--- src/rtl/text_glyph_sprite_layout_unit_defines.svh ---
// Assertion macros shared by the glyph layout RTL.
`ifndef TEXT_GLYPH_SPRITE_LAYOUT_UNIT_DEFINES_SVH
`define TEXT_GLYPH_SPRITE_LAYOUT_UNIT_DEFINES_SVH

// Same-cycle implication, checked outside reset.
`define TGSL_ASSERT(lbl, clk, rstn, ante, cons, msg) \
    lbl: assert property (@(posedge clk) disable iff (!(rstn)) (ante) |-> (cons)) \
        else $error(msg);

// Next-cycle implication, checked outside reset.
`define TGSL_ASSERT_NEXT(lbl, clk, rstn, ante, cons, msg) \
    lbl: assert property (@(posedge clk) disable iff (!(rstn)) (ante) |=> (cons)) \
        else $error(msg);

`endif

--- src/rtl/tgsl_pkg.sv ---
// Shared types and constants of the glyph sprite layout unit.
package tgsl_pkg;

    localparam int SCREEN_WIDTH     = 320;
    localparam int NORMAL_LEVEL     = 128;
    localparam int TEXT_BUFFER_SIZE = 200;
    localparam int DIV_STEPS        = 8;

    localparam logic [15:0] HALF_SCREEN  = 16'(SCREEN_WIDTH / 2);
    localparam logic [7:0]  LEVEL_NORMAL = 8'(NORMAL_LEVEL);
    localparam logic [7:0]  LEVEL_STEP   = 8'd8;
    localparam logic [7:0]  TAKEN_LIMIT  = 8'(TEXT_BUFFER_SIZE - 1);

    localparam logic [7:0] CODE_NUL     = 8'd0;
    localparam logic [7:0] CODE_NEWLINE = 8'd10;
    localparam logic [7:0] CODE_SPACE   = 8'd32;

    localparam int MODE_CENTER = 0;
    localparam int MODE_BLEND  = 1;

    typedef enum logic [1:0] {
        KIND_START = 2'd0,
        KIND_CHAR  = 2'd1,
        KIND_END   = 2'd2,
        KIND_TICK  = 2'd3
    } t_kind;

    typedef enum logic [2:0] {
        REG_GLYPH_SIZE     = 3'd0,
        REG_GLYPH_SPACING  = 3'd1,
        REG_FIRST_CODE     = 3'd2,
        REG_GLYPHS_PER_ROW = 3'd3,
        REG_ATLAS_U_ORIGIN = 3'd4,
        REG_ATLAS_V_ORIGIN = 3'd5,
        REG_WIDTH_SHIFT    = 3'd6,
        REG_MODE_FLAGS     = 3'd7
    } t_reg_index;

    typedef struct packed {
        logic        [7:0] glyph_size;
        logic signed [7:0] glyph_spacing;
        logic        [7:0] first_code;
        logic        [7:0] glyphs_per_row;
        logic        [9:0] atlas_u_origin;
        logic        [9:0] atlas_v_origin;
        logic        [2:0] width_shift;
        logic        [1:0] mode_flags;
    } t_cfg;

endpackage

--- src/rtl/tgsl_if.sv ---
// Handshake interfaces: character requests, sprite results, register writes.
interface tgsl_req_if;
    logic               valid;
    logic               ready;
    logic        [1:0]  kind;
    logic signed [15:0] start_x;
    logic signed [15:0] start_y;
    logic        [7:0]  text_length;
    logic        [7:0]  char_code;

    modport source (output valid, kind, start_x, start_y, text_length, char_code,
                    input ready);
    modport sink   (input valid, kind, start_x, start_y, text_length, char_code,
                    output ready);
endinterface

interface tgsl_rsp_if;
    logic               valid;
    logic               ready;
    logic signed [15:0] sprite_x;
    logic signed [15:0] sprite_y;
    logic        [15:0] tex_u;
    logic        [15:0] tex_v;
    logic        [7:0]  luminance;

    modport source (output valid, sprite_x, sprite_y, tex_u, tex_v, luminance,
                    input ready);
    modport sink   (input valid, sprite_x, sprite_y, tex_u, tex_v, luminance,
                    output ready);
endinterface

interface tgsl_cfg_if;
    logic       valid;
    logic       ready;
    logic [2:0] reg_index;
    logic [9:0] wdata;

    modport source (output valid, reg_index, wdata, input ready);
    modport sink   (input valid, reg_index, wdata, output ready);
endinterface

--- src/rtl/tgsl_cfg_regs.sv ---
// Configuration register file of the glyph layout unit.
module tgsl_cfg_regs
    import tgsl_pkg::*;
(
    input  logic       i_clk,
    input  logic       i_rst_n,
    tgsl_cfg_if.sink   i_cfg,
    output t_cfg       o_cfg
);

    t_cfg r_cfg;

    assign i_cfg.ready = 1'b1;
    assign o_cfg       = r_cfg;

    always_ff @(posedge i_clk) begin
        if (!i_rst_n) begin
            r_cfg.glyph_size     <= 8'd8;
            r_cfg.glyph_spacing  <= 8'sd8;
            r_cfg.first_code     <= 8'd32;
            r_cfg.glyphs_per_row <= 8'd16;
            r_cfg.atlas_u_origin <= '0;
            r_cfg.atlas_v_origin <= '0;
            r_cfg.width_shift    <= 3'd3;
            r_cfg.mode_flags     <= '0;
        end else if (i_cfg.valid) begin
            case (i_cfg.reg_index)
                REG_GLYPH_SIZE:     r_cfg.glyph_size     <= i_cfg.wdata[7:0];
                REG_GLYPH_SPACING:  r_cfg.glyph_spacing  <= i_cfg.wdata[7:0];
                REG_FIRST_CODE:     r_cfg.first_code     <= i_cfg.wdata[7:0];
                REG_GLYPHS_PER_ROW: r_cfg.glyphs_per_row <= i_cfg.wdata[7:0];
                REG_ATLAS_U_ORIGIN: r_cfg.atlas_u_origin <= i_cfg.wdata;
                REG_ATLAS_V_ORIGIN: r_cfg.atlas_v_origin <= i_cfg.wdata;
                REG_WIDTH_SHIFT:    r_cfg.width_shift    <= i_cfg.wdata[2:0];
                REG_MODE_FLAGS:     r_cfg.mode_flags     <= i_cfg.wdata[1:0];
                default: ;
            endcase
        end
    end

endmodule

--- src/rtl/tgsl_divider.sv ---
// Radix-2 restoring divider, one quotient bit per cycle, for the atlas cell.
`include "text_glyph_sprite_layout_unit_defines.svh"
module tgsl_divider
    import tgsl_pkg::*;
(
    input  logic       i_clk,
    input  logic       i_rst_n,
    input  logic       i_start,
    input  logic [7:0] i_dividend,
    input  logic [7:0] i_divisor,
    output logic       o_done,
    output logic [7:0] o_quot,
    output logic [7:0] o_rem
);

    logic       r_busy;
    logic       r_done;
    logic [2:0] r_cnt;
    logic [7:0] r_quot;
    logic [7:0] r_rem;
    logic [7:0] r_divisor;
    logic [7:0] r_dividend;
    logic       r_div_zero;

    logic [8:0] trial;
    logic [8:0] diff;
    logic       fits;

    always_comb begin
        trial = {r_rem, r_quot[7]};
        diff  = trial - {1'b0, r_divisor};
        fits  = (trial >= {1'b0, r_divisor});
    end

    always_ff @(posedge i_clk) begin
        if (!i_rst_n) begin
            r_busy <= 1'b0;
            r_done <= 1'b0;
            r_cnt  <= '0;
        end else begin
            r_done <= 1'b0;
            if (i_start) begin
                r_busy <= 1'b1;
                r_cnt  <= '0;
            end else if (r_busy) begin
                r_cnt <= r_cnt + 3'd1;
                if (r_cnt == 3'(DIV_STEPS - 1)) begin
                    r_busy <= 1'b0;
                    r_done <= 1'b1;
                end
            end
        end
    end

    // Dividend bits shift out of r_quot as quotient bits shift in.
    always_ff @(posedge i_clk) begin
        if (i_start) begin
            r_quot     <= i_dividend;
            r_rem      <= '0;
            r_divisor  <= i_divisor;
            r_dividend <= i_dividend;
            r_div_zero <= (i_divisor == 8'd0);
        end else if (r_busy) begin
            r_rem  <= fits ? diff[7:0] : trial[7:0];
            r_quot <= {r_quot[6:0], fits};
        end
    end

    // Zero divisor: everything lands in row 0, column = index.
    assign o_done = r_done;
    assign o_quot = r_div_zero ? 8'd0 : r_quot;
    assign o_rem  = r_div_zero ? r_dividend : r_rem;

    `TGSL_ASSERT(a_no_restart, i_clk, i_rst_n, i_start, !r_busy, "divider restarted while busy")
    `TGSL_ASSERT(a_rem_below, i_clk, i_rst_n, r_done && !r_div_zero, r_rem < r_divisor, "remainder not below divisor")
    `TGSL_ASSERT(a_div_exact, i_clk, i_rst_n, r_done && !r_div_zero, (16'(r_quot) * 16'(r_divisor) + 16'(r_rem)) == 16'(r_dividend), "quotient and remainder do not rebuild dividend")

endmodule

--- src/rtl/text_glyph_sprite_layout_unit.sv ---
// Glyph sprite layout unit: character requests in, atlas sprite commands out.
// A request is one of start, character, end or tick. Start, end, tick and the
// characters that draw nothing (space, newline, NUL, anything past the
// 199th character or after a NUL) are taken without leaving ST_IDLE, so the
// unit stays ready. A drawn glyph is accepted in ST_IDLE, which starts the
// one-bit-per-cycle divider that splits the glyph index into atlas column and
// row; ST_DIV waits for the divider's done flag, and in ST_LOAD the u/v
// products are formed and the result register is loaded. That last step waits
// while an earlier result is still unread; a result may sit in the output
// register while the next request is accepted. Configuration writes are taken
// every cycle and must only happen while the unit is idle.
`include "text_glyph_sprite_layout_unit_defines.svh"
module text_glyph_sprite_layout_unit
    import tgsl_pkg::*;
(
    input  logic      i_clk,
    input  logic      i_rst_n,
    tgsl_req_if.sink  i_req,
    tgsl_rsp_if.source o_rsp,
    tgsl_cfg_if.sink  i_cfg
);

    typedef enum logic [2:0] {
        ST_IDLE = 3'b001,
        ST_DIV  = 3'b010,
        ST_LOAD = 3'b100
    } t_state;

    t_cfg cfg;

    t_state r_state, n_state;

    // layout state
    logic [15:0] r_pen_x, n_pen_x;
    logic [15:0] r_pen_y, n_pen_y;
    logic [15:0] r_line_x, n_line_x;
    logic [7:0]  r_sprite_level, n_sprite_level;
    logic [7:0]  r_fade_level, n_fade_level;
    logic [7:0]  r_taken, n_taken;
    logic        r_halted, n_halted;

    // glyph in flight
    logic [15:0] r_sx, n_sx;
    logic [15:0] r_sy, n_sy;
    logic [7:0]  r_lum, n_lum;

    // result register
    logic        r_out_valid, n_out_valid;
    logic [15:0] r_out_sx, r_out_sy, r_out_u, r_out_v;
    logic [7:0]  r_out_lum;

    logic        div_start;
    logic        div_done;
    logic [7:0]  div_quot;
    logic [7:0]  div_rem;
    logic [7:0]  glyph_idx;
    logic        load_out;
    logic [15:0] center_x;
    logic [15:0] start_pos;
    logic [7:0]  glyph_level;
    logic [15:0] prod_u, prod_v;

    tgsl_cfg_regs u_cfg (
        .i_clk   (i_clk),
        .i_rst_n (i_rst_n),
        .i_cfg   (i_cfg),
        .o_cfg   (cfg)
    );

    // Index wraps at 8 bits: codes below first_code fold to the top.
    assign glyph_idx = i_req.char_code - cfg.first_code;

    tgsl_divider u_div (
        .i_clk      (i_clk),
        .i_rst_n    (i_rst_n),
        .i_start    (div_start),
        .i_dividend (glyph_idx),
        .i_divisor  (cfg.glyphs_per_row),
        .o_done     (div_done),
        .o_quot     (div_quot),
        .o_rem      (div_rem)
    );

    always_comb begin
        // centred start: half screen minus (length/2) glyph widths, 16-bit wrap
        center_x    = HALF_SCREEN - (16'(i_req.text_length[7:1]) << cfg.width_shift);
        start_pos   = cfg.mode_flags[MODE_CENTER] ? center_x : 16'(i_req.start_x);
        glyph_level = cfg.mode_flags[MODE_BLEND] ? (r_sprite_level + LEVEL_STEP)
                                                 : LEVEL_NORMAL;
        prod_u      = 16'(div_rem) * 16'(cfg.glyph_size);
        prod_v      = 16'(div_quot) * 16'(cfg.glyph_size);
    end

    assign i_req.ready = (r_state == ST_IDLE);

    always_comb begin
        n_state        = r_state;
        n_pen_x        = r_pen_x;
        n_pen_y        = r_pen_y;
        n_line_x       = r_line_x;
        n_sprite_level = r_sprite_level;
        n_fade_level   = r_fade_level;
        n_taken        = r_taken;
        n_halted       = r_halted;
        n_sx           = r_sx;
        n_sy           = r_sy;
        n_lum          = r_lum;
        div_start      = 1'b0;
        load_out       = 1'b0;

        case (r_state)
            ST_IDLE: begin
                if (i_req.valid) begin
                    case (i_req.kind)
                        KIND_START: begin
                            n_pen_x  = start_pos;
                            n_line_x = start_pos;
                            n_pen_y  = 16'(i_req.start_y);
                            n_taken  = '0;
                            n_halted = 1'b0;
                        end
                        KIND_END: begin
                            if (cfg.mode_flags[MODE_BLEND]) begin
                                n_sprite_level = r_fade_level;
                            end
                        end
                        KIND_TICK: begin
                            n_fade_level = r_fade_level - LEVEL_STEP;
                        end
                        KIND_CHAR: begin
                            // text buffer holds 199 characters; NUL ends the text
                            if (!r_halted && (r_taken < TAKEN_LIMIT)) begin
                                n_taken = r_taken + 8'd1;
                                if (i_req.char_code == CODE_NUL) begin
                                    n_halted = 1'b1;
                                end else if (i_req.char_code == CODE_SPACE) begin
                                    n_pen_x = r_pen_x + 16'(cfg.glyph_size);
                                end else if (i_req.char_code == CODE_NEWLINE) begin
                                    n_pen_x = r_line_x;
                                    n_pen_y = r_pen_y + 16'(cfg.glyph_size);
                                end else begin
                                    // sprite sits at the pen before the advance
                                    n_sx           = r_pen_x;
                                    n_sy           = r_pen_y;
                                    n_sprite_level = glyph_level;
                                    n_lum          = glyph_level;
                                    n_pen_x        = r_pen_x + 16'(cfg.glyph_spacing);
                                    div_start      = 1'b1;
                                    n_state        = ST_DIV;
                                end
                            end
                        end
                        default: ;
                    endcase
                end
            end
            ST_DIV: begin
                if (div_done) begin
                    n_state = ST_LOAD;
                end
            end
            ST_LOAD: begin
                // hold until the result register is free
                if (!r_out_valid || o_rsp.ready) begin
                    load_out = 1'b1;
                    n_state  = ST_IDLE;
                end
            end
            default: n_state = ST_IDLE;
        endcase

        n_out_valid = load_out | (r_out_valid & ~o_rsp.ready);
    end

    always_ff @(posedge i_clk) begin
        if (!i_rst_n) begin
            r_state        <= ST_IDLE;
            r_pen_x        <= '0;
            r_pen_y        <= '0;
            r_line_x       <= '0;
            r_sprite_level <= LEVEL_NORMAL;
            r_fade_level   <= '0;
            r_taken        <= '0;
            r_halted       <= 1'b0;
            r_out_valid    <= 1'b0;
        end else begin
            r_state        <= n_state;
            r_pen_x        <= n_pen_x;
            r_pen_y        <= n_pen_y;
            r_line_x       <= n_line_x;
            r_sprite_level <= n_sprite_level;
            r_fade_level   <= n_fade_level;
            r_taken        <= n_taken;
            r_halted       <= n_halted;
            r_out_valid    <= n_out_valid;
        end
    end

    always_ff @(posedge i_clk) begin
        r_sx  <= n_sx;
        r_sy  <= n_sy;
        r_lum <= n_lum;
        if (load_out) begin
            r_out_sx  <= r_sx;
            r_out_sy  <= r_sy;
            r_out_u   <= prod_u + 16'(cfg.atlas_u_origin);
            r_out_v   <= prod_v + 16'(cfg.atlas_v_origin);
            r_out_lum <= r_lum;
        end
    end

    assign o_rsp.valid     = r_out_valid;
    assign o_rsp.sprite_x  = r_out_sx;
    assign o_rsp.sprite_y  = r_out_sy;
    assign o_rsp.tex_u     = r_out_u;
    assign o_rsp.tex_v     = r_out_v;
    assign o_rsp.luminance = r_out_lum;

    `TGSL_ASSERT_NEXT(a_start_to_div, i_clk, i_rst_n, div_start, r_state == ST_DIV, "divider started without entering divide state")
    `TGSL_ASSERT(a_taken_cap, i_clk, i_rst_n, 1'b1, r_taken <= TAKEN_LIMIT, "character count beyond buffer limit")
    `TGSL_ASSERT_NEXT(a_load_shows, i_clk, i_rst_n, load_out, r_out_valid && (r_out_lum == $past(r_lum)), "loaded result not presented")
    `TGSL_ASSERT(a_done_in_div, i_clk, i_rst_n, div_done, r_state == ST_DIV, "divider finished outside divide state")

endmodule

--- src/flat_wrapper.sv ---
// flat-port wrapper written by rule: the top's interface ports become plain ports
module text_glyph_sprite_layout_unit_flat import tgsl_pkg::*;
  (i_clk, i_rst_n, i_req_valid, i_req_kind, i_req_start_x, i_req_start_y, i_req_text_length, i_req_char_code, i_req_ready, o_rsp_valid, o_rsp_sprite_x, o_rsp_sprite_y, o_rsp_tex_u, o_rsp_tex_v, o_rsp_luminance, o_rsp_ready, i_cfg_valid, i_cfg_reg_index, i_cfg_wdata, i_cfg_ready);
  tgsl_req_if i_req_i ();
  tgsl_rsp_if o_rsp_i ();
  tgsl_cfg_if i_cfg_i ();
  input  logic i_clk;
  input  logic i_rst_n;
  input wire logic [$bits(i_req_i.valid)-1:0] i_req_valid;
  input wire logic [$bits(i_req_i.kind)-1:0] i_req_kind;
  input wire logic [$bits(i_req_i.start_x)-1:0] i_req_start_x;
  input wire logic [$bits(i_req_i.start_y)-1:0] i_req_start_y;
  input wire logic [$bits(i_req_i.text_length)-1:0] i_req_text_length;
  input wire logic [$bits(i_req_i.char_code)-1:0] i_req_char_code;
  output wire logic [$bits(i_req_i.ready)-1:0] i_req_ready;
  output wire logic [$bits(o_rsp_i.valid)-1:0] o_rsp_valid;
  output wire logic [$bits(o_rsp_i.sprite_x)-1:0] o_rsp_sprite_x;
  output wire logic [$bits(o_rsp_i.sprite_y)-1:0] o_rsp_sprite_y;
  output wire logic [$bits(o_rsp_i.tex_u)-1:0] o_rsp_tex_u;
  output wire logic [$bits(o_rsp_i.tex_v)-1:0] o_rsp_tex_v;
  output wire logic [$bits(o_rsp_i.luminance)-1:0] o_rsp_luminance;
  input wire logic [$bits(o_rsp_i.ready)-1:0] o_rsp_ready;
  input wire logic [$bits(i_cfg_i.valid)-1:0] i_cfg_valid;
  input wire logic [$bits(i_cfg_i.reg_index)-1:0] i_cfg_reg_index;
  input wire logic [$bits(i_cfg_i.wdata)-1:0] i_cfg_wdata;
  output wire logic [$bits(i_cfg_i.ready)-1:0] i_cfg_ready;
  assign i_req_i.valid = i_req_valid;
  assign i_req_i.kind = i_req_kind;
  assign i_req_i.start_x = i_req_start_x;
  assign i_req_i.start_y = i_req_start_y;
  assign i_req_i.text_length = i_req_text_length;
  assign i_req_i.char_code = i_req_char_code;
  assign i_req_ready = i_req_i.ready;
  assign o_rsp_valid = o_rsp_i.valid;
  assign o_rsp_sprite_x = o_rsp_i.sprite_x;
  assign o_rsp_sprite_y = o_rsp_i.sprite_y;
  assign o_rsp_tex_u = o_rsp_i.tex_u;
  assign o_rsp_tex_v = o_rsp_i.tex_v;
  assign o_rsp_luminance = o_rsp_i.luminance;
  assign o_rsp_i.ready = o_rsp_ready;
  assign i_cfg_i.valid = i_cfg_valid;
  assign i_cfg_i.reg_index = i_cfg_reg_index;
  assign i_cfg_i.wdata = i_cfg_wdata;
  assign i_cfg_ready = i_cfg_i.ready;
  text_glyph_sprite_layout_unit u_core (.i_clk(i_clk), .i_rst_n(i_rst_n), .i_req(i_req_i), .o_rsp(o_rsp_i), .i_cfg(i_cfg_i));
endmodule
--- config.mk ---
export PLATFORM = sky130hd
export DESIGN_NAME = text_glyph_sprite_layout_unit_flat
export DESIGN_NICKNAME = d
export VERILOG_FILES = /design/src/rtl/tgsl_pkg.sv /design/src/rtl/tgsl_if.sv /design/src/rtl/tgsl_cfg_regs.sv /design/src/rtl/tgsl_divider.sv /design/src/rtl/text_glyph_sprite_layout_unit.sv /design/src/flat_wrapper.sv
export VERILOG_INCLUDE_DIRS = /design/src /design/src/rtl
export SDC_FILE = /design/constraint.sdc
export NUM_CORES = 1
export LEC_CHECK = 0
export BUFFER_PORTS_ARGS = -buffer_cell sky130_fd_sc_hd__buf_4
export CORE_AREA = 8 8 194 196
export DETAILED_ROUTE_END_ITERATION = 8
export DIE_AREA = 0 0 202 204
export PLACE_DENSITY = 0.83
export REMOVE_ABC_BUFFERS = 1
export SLEW_MARGIN = 40
export SYNTH_ARGS = -nofsm -noshare
export SYNTH_HDL_FRONTEND = slang
export SYNTH_HIERARCHICAL = 1
export SYNTH_SLANG_ARGS = --single-unit
--- constraint.sdc ---
create_clock -name i_clk -period 6.33 [get_ports i_clk]
set_clock_uncertainty 0.15 [all_clocks]
set_input_delay 1.266 -clock i_clk [delete_from_list [all_inputs] [get_ports i_clk]]
set_output_delay 1.266 -clock i_clk [all_outputs]
set_load 0.02 [all_outputs]
==> results of run 1 <==
flip-flops by register name, summed over array words and instances (netlist names), 3 cells and up:
register and flops:
u_core/o_rsp.luminance 8, u_core/o_rsp.sprite_x 16, u_core/o_rsp.sprite_y 16, u_core/o_rsp.tex_u 16
u_core/o_rsp.tex_v 16, u_core/r_fade_level 5, u_core/r_line_x 16, u_core/r_lum 8
u_core/r_pen_x 16, u_core/r_pen_y 16, u_core/r_sprite_level 8, u_core/r_state 3
u_core/r_sx 16, u_core/r_sy 16, u_core/r_taken 8, u_core/u_cfg/o_cfg 57
u_core/u_div/r_cnt 3, u_core/u_div/r_dividend 8, u_core/u_div/r_divisor 8, u_core/u_div/r_quot 8
u_core/u_div/r_rem 8
power by group through the flow:
stage	registers [mW]	logic (mW)	clock network, mW
2_1_floorplan	2.06	0.613	0
3_3_place_gp	2.10	0.814	0
3_5_place_dp	2.10	0.844	0
4_1_cts	2.06	0.852	1.72
5_1_grt	2.07	0.949	1.79
6_report	2.06	0.860	1.69
layer usage:
metal,part of all wire [%],routed length [microns],vias up
met5,0,0,-
met1,41,18570,6993
met4,2.8,1290,0
met3,6.9,3128,88
li1,-,-,6823
met2,49,22370,495
cell usage after synthesis (all sizes together) (6+ instances only):
cell type,number,area share (%)
nand3,51,1.4
a211oi,30,1.3
o21a,9,0.37
nand4,12,0.40
and2,83,2.8
o311ai,7,0.33
and3,11,0.37
o31a,9,0.42
inv,207,4.2
a21o,13,0.53
a21boi,8,0.32
buf,29,0.92
xor2,25,1.2
nor2,138,2.8
dfxtp,144,15
a22oi,7,0.31
nor4,8,0.42
nand2b,18,0.60
o21ai,69,1.9
o31ai,9,0.36
a31oi,9,0.30
o211ai,11,0.44
nor2b,39,1.3
or4,6,0.26
a21oi,73,2.0
mux2,23,1.4
mux2i,74,4.1
nand2,225,4.5
clkbuf,46,0.93
nand3b,6,0.24
ha,124,8.3
fa,97,10
nor3,31,0.83
a311oi,10,0.50
xnor2,47,2.2
edfxtp,137,22
cells by family after synthesis:
kind of cell,share of synthesized area [%]
other cells,0.02010
fa+ha+maj,18.72
mux,5.894
buf+inv,6.028
compound gates,11.31
flops,37.50
simple gates,17.15
xor+xnor,3.380
cell type report:
class                      instances  area (sq um)  share of cell area, %
clock buffer                      42         849.6                  4.032
clock inverter                    12         100.1                 0.4750
inverter                         208         783.3                  3.717
multi-input combinational       1356         10570                  50.16
sequential                       281          7002                  33.23
tap                              461         576.8                  2.737
timing repair buffer             157          1191                  5.653
worst paths after layout:
kind         slack (ps)  cells after the start                                   to                              start
max                 610                     17     u_core/o_rsp.tex_v[15]$_DFFE_PP_  u_core/u_div/r_div_zero$_DFFE_PP_
max reg2reg         610                     17     u_core/o_rsp.tex_v[15]$_DFFE_PP_  u_core/u_div/r_div_zero$_DFFE_PP_
min                 270                      0  u_core/o_rsp.sprite_y[13]$_DFFE_PP_          u_core/r_sy[13]$_DFFE_PP_
min reg2reg         270                      0  u_core/o_rsp.sprite_y[13]$_DFFE_PP_          u_core/r_sy[13]$_DFFE_PP_
==> impl_metrics.toml, run 1 <==
[outcome]
outcome = "finished, final reports clean"

[floorplanning]
core_sq_um = 34790
rows = 69
die_area_sq_um = 41210
initial_core_util_pct = 53.63
die_width_microns = 202
ioPinCount = 143
die_h_microns = 204

[detailed_routing]
routed_wl_microns = 45360
vias_per_cell = 5.721
drt-pass1-iter-count = 5
drc = 0
vias = 14399
wire_per_inst_microns = 18.02
ant_nets = 0
drt_iter0_markers = 1203

[clocking]
clock_sinks = 281
cts_setup_buffers = 0
cts_hold_buf = 0
clock_path_buffers = 3
htree_levels = 1
root_buffer = "clkbuf_16"
clk_latency_ps = 560
cts_tree = "built"
clk_pin_slew_ps = 60
numCtsBuffers = 29
cts_resized = 0

[yosys]
ys_warn_count = 6
synth_area_sq_um = 18660
synth_cell_types = 101
syn_area_per_cell_sq_um = 9.718
synth-seq-area-share_pct = 37.50
synth-main-ff-cell = "dfxtp_1"
synth-seq-cells = 281
synth_edf_count = 137
ys_async_sr_fraction_pct = 0
syn_inst = 1920

[sta]
setup_viol = 0
fin_ws_ps = 612.8
min_period_over_period_pct = 90.32
rsz0062_at_grt = "false"
min_period_ps = 5717
worst_pin_slew_ps = 849.0
slew_violations = 0
fin_setup_tns_ps = 0
hold_viol = 0
fmax_ghz = 0.1749
hold_slack_ps = 266.2
relSlewSlack_pct = 43.10

[placement]
place_inst = 2463
finalWeightedCongestion = 0.9077
portBuffers = 140
place_ws_ps = 697.7
dp_hpwl_microns = 33630
dpl_cell_area_sq_um = 20110

[layout]
final_area_sq_um = 21070
fillers = 2797
area_growth_pct = 12.93
drive_gt1_share_pct = 13.28
fin_cells = 2517
final_cell_mix = "nand2_1 (225), inv_1 (205), buf_4 (156), dfxtp_1 (140)"
layout_commonest_cell = "nand2_1"
final_util_pct = 60.56
num-nets-final = 2322
antennaDiodeCount = 0

[worst_setup_path]
crit_buf_inv = 3
slowest_delay_ps = 650
path_delay_family = "adder cells"
crit_path_frequent_cell = "fa_1"
cp_max_fo = 17
worst_setup_path_start_kind = "flop"
endpoint_kind = "flop"
critical_path_class = "reg2reg"
worstPathRequired_ps = 6490
crit_arrival_ps = 5870
cp_slowest_cell = "edfxtp_1"
crit_chain = "nor2b_1 > nand2_1 > fa_1 > inv_1 > fa_1 > inv_1 > fa_1 > fa_1 > inv_1 > ha_1 > o21ai_0 > a21boi_0 > o21ai_0 > a22oi_1 > a41o_1 > o41a_1 > xnor2_1"

[power_and_ir_drop]
power_switching_share_pct = 28.20
p_leak_nw = 9.101
combPwrFrac_pct = 18.7
total_power_mw = 4.610
seqPwrFrac_pct = 44.7
ir_drop_mv = 0.2072
power_frac_clock_pct = 36.6
p_int_mw = 3.310
powerDensity_nw_per_um2 = 218.8
p_sw_mw = 1.300

[global_route]
grt_pass1_vias = 14595
grt_use_total_pct = 21.33
antenna_found_initial = 0
grt_use_met2_pct = 37.83
grt_pass1_wl_microns = 72720
use_met3_pct = 3.788
met1_usage_pct = 25.75
grt-busiest-layer = "met2"
grt_overflow = 0
grt_max_degree = 48

[worst_hold_path]
hold_path.class = "reg2reg"

[job]
cap_viol_max_count = 0
Power figures use the tool's default switching activity.
==> inputs of run 2 (changes only) <==
--- a/config.mk
+++ b/config.mk
@@ -7,10 +7,11 @@
 export NUM_CORES = 1
 export LEC_CHECK = 0
 export BUFFER_PORTS_ARGS = -buffer_cell sky130_fd_sc_hd__buf_4
+export CAP_MARGIN = 20
 export CORE_AREA = 8 8 194 196
 export DETAILED_ROUTE_END_ITERATION = 8
 export DIE_AREA = 0 0 202 204
-export PLACE_DENSITY = 0.83
+export PLACE_DENSITY = 0.73
 export REMOVE_ABC_BUFFERS = 1
 export SLEW_MARGIN = 40
 export SYNTH_ARGS = -nofsm -noshare
==> run 2 against run 1 <==
  * Via count shrank 2.2%
  * Combinational power is 0.9% lower
  * Count of clock-buffer cells in the layout rose by 1
  * Clock power up 9%
  * Largest power group unchanged
==> impl_metrics.toml, run 2 (synthesis gave the netlist of run 1 again) <==
[outcome]
outcome = "finished, final reports clean"

[detailed_routing]
drt_iter0_markers = 950
wl_met1_microns = 19210
routed_wl_microns = 44770
wire_per_inst_microns = 17.73
wl_met3_microns = 2787
vias = 14085
drc = 0
drt-pass1-iter-count = 5
wl_met2_microns = 21680
ant_nets = 0
routed.top_layer = "met4"
vias_per_cell = 5.578

[layout]
area_growth_pct = 13.62
largest_reg_flops = 57
num-nets-final = 2329
final_cell_mix = "nand2_1 (225), inv_1 (205), buf_4 (161), dfxtp_1 (142)"
final_util_pct = 60.93
drive_gt1_share_pct = 13.37
layout_commonest_cell = "nand2_1"
antennaDiodeCount = 0
fillers = 2881

[sta]
relSlewSlack_pct = 41.92
hold_slack_ps = 262.8
slew_violations = 0
fin_ws_ps = 755.3
min_period_over_period_pct = 88.07
fmax_ghz = 0.1794
hold_viol = 0
min_period_ps = 5575
fin_setup_tns_ps = 0
setup_viol = 0
rsz0062_at_grt = "false"
worst_pin_slew_ps = 870.0

[placement]
dp_hpwl_microns = 33320
finalWeightedCongestion = 0.9254
portBuffers = 140
place_ws_ps = 777.2

[worst_hold_path]
hold_path.class = "reg2reg"
worstHoldPathCells = 0

[clocking]
clk_pin_slew_ps = 60
cts_resized = 0
cts_hold_buf = 0
clock_path_buffers = 3
cts_setup_buffers = 0
clock_sinks = 281
numCtsBuffers = 31
htree_levels = 1
root_buffer = "clkbuf_16"
cts_tree = "built"
clk_latency_ps = 570

[worst_setup_path]
r2r_cells = 17
path_depth = 17
worst_setup_path_start_kind = "flop"
cp_slowest_cell = "edfxtp_1"
slowest_delay_ps = 720
worstPathRequired_ps = 6480
cp_max_fo = 17
path_delay_family = "adder cells"
crit_arrival_ps = 5720
crit_buf_inv = 4
r2r_slack_ps = 760
endpoint_kind = "flop"
crit_chain = "mux2_2 > and2_1 > fa_1 > inv_1 > fa_1 > inv_1 > fa_1 > inv_1 > fa_1 > inv_1 > ha_1 > a21boi_0 > o21ai_0 > a22oi_1 > a41o_1 > o41a_1 > xnor2_1"
critical_path_class = "reg2reg"

[floorplanning]
die_area_sq_um = 41210
core_sq_um = 34790
ioPinCount = 143
die_h_microns = 204
die_width_microns = 202
initial_core_util_pct = 53.63
rows = 69

[job]
cap_viol_max_count = 0

[global_route]
grt_pass1_wl_microns = 73130
antenna_found_initial = 0
grt_pass1_vias = 14335
grt_overflow = 0
grt_use_total_pct = 21.48
grt_max_degree = 51

[power_and_ir_drop]
ir_drop_mv = 0.2219
total_power_mw = 4.765
powerDensity_nw_per_um2 = 224.8
p_leak_nw = 9.174
-- run 2: changes by cell type in the layout (fill, tap and decap cells not counted), moves of 2 or more --
cell and delta:
buf_4 +5, bufinv_16 +3, clkbuf_1 +2, clkbuf_16 +2, clkbuf_8 -2, dfxtp_1 +2, dfxtp_2 -2
-- run 2: power by group --
| group | switching, mW | internal (mW) | leakage (nW) | total (mW) |
|---|---|---|---|---|
| combinational | 0.499 | 0.354 | 6.21 | 0.852 |
| clock | 0.727 | 1.12 | 0.518 | 1.85 |
| sequential | 0.0787 | 1.98 | 2.44 | 2.06 |
| total | 1.30 | 3.46 | 9.17 | 4.77 |
-- run 2: path summary, 6_finish.rpt --
| check | from | end |
|---|---|---|
| hold / removal | u_core/r_sx[5]$_DFFE_PP_ | u_core/o_rsp.sprite_x[5]$_DFFE_PP_ |
| hold reg to reg | u_core/r_sx[5]$_DFFE_PP_ | u_core/o_rsp.sprite_x[5]$_DFFE_PP_ |
| setup / recovery | u_core/u_div/r_div_zero$_DFFE_PP_ | u_core/o_rsp.tex_u[15]$_DFFE_PP_ |
| setup reg to reg | u_core/u_div/r_div_zero$_DFFE_PP_ | u_core/o_rsp.tex_u[15]$_DFFE_PP_ |
-- run 2: per-stage QoR --
stage          area, sq um  std cells
2_1_floorplan        18320       1845
3_3_place_gp         20110       2467
3_5_place_dp         20140       2468
4_1_cts              21190       2525
5_1_grt              21200       2525
6_report             21200       2525
-- run 2: per-layer routing --
layer	up-vias	track usage [%]
met3	71	3.820
met1	6765	27.27
met5	-	0
met2	396	37.21
met4	0	6.131
li1	6853	-
-- run 2: area by class of cell --
| type | count | area [sq um] | area share [%] |
|---|---|---|---|
| clock buffer | 43 | 872.1 | 4.114 |
| clock inverter | 14 | 185.2 | 0.8735 |
| inverter | 208 | 783.3 | 3.695 |
| multi-input combinational | 1356 | 10560 | 49.79 |
| sequential | 281 | 6999 | 33.01 |
| tap | 461 | 576.8 | 2.721 |
| timing repair buffer | 162 | 1229 | 5.796 |
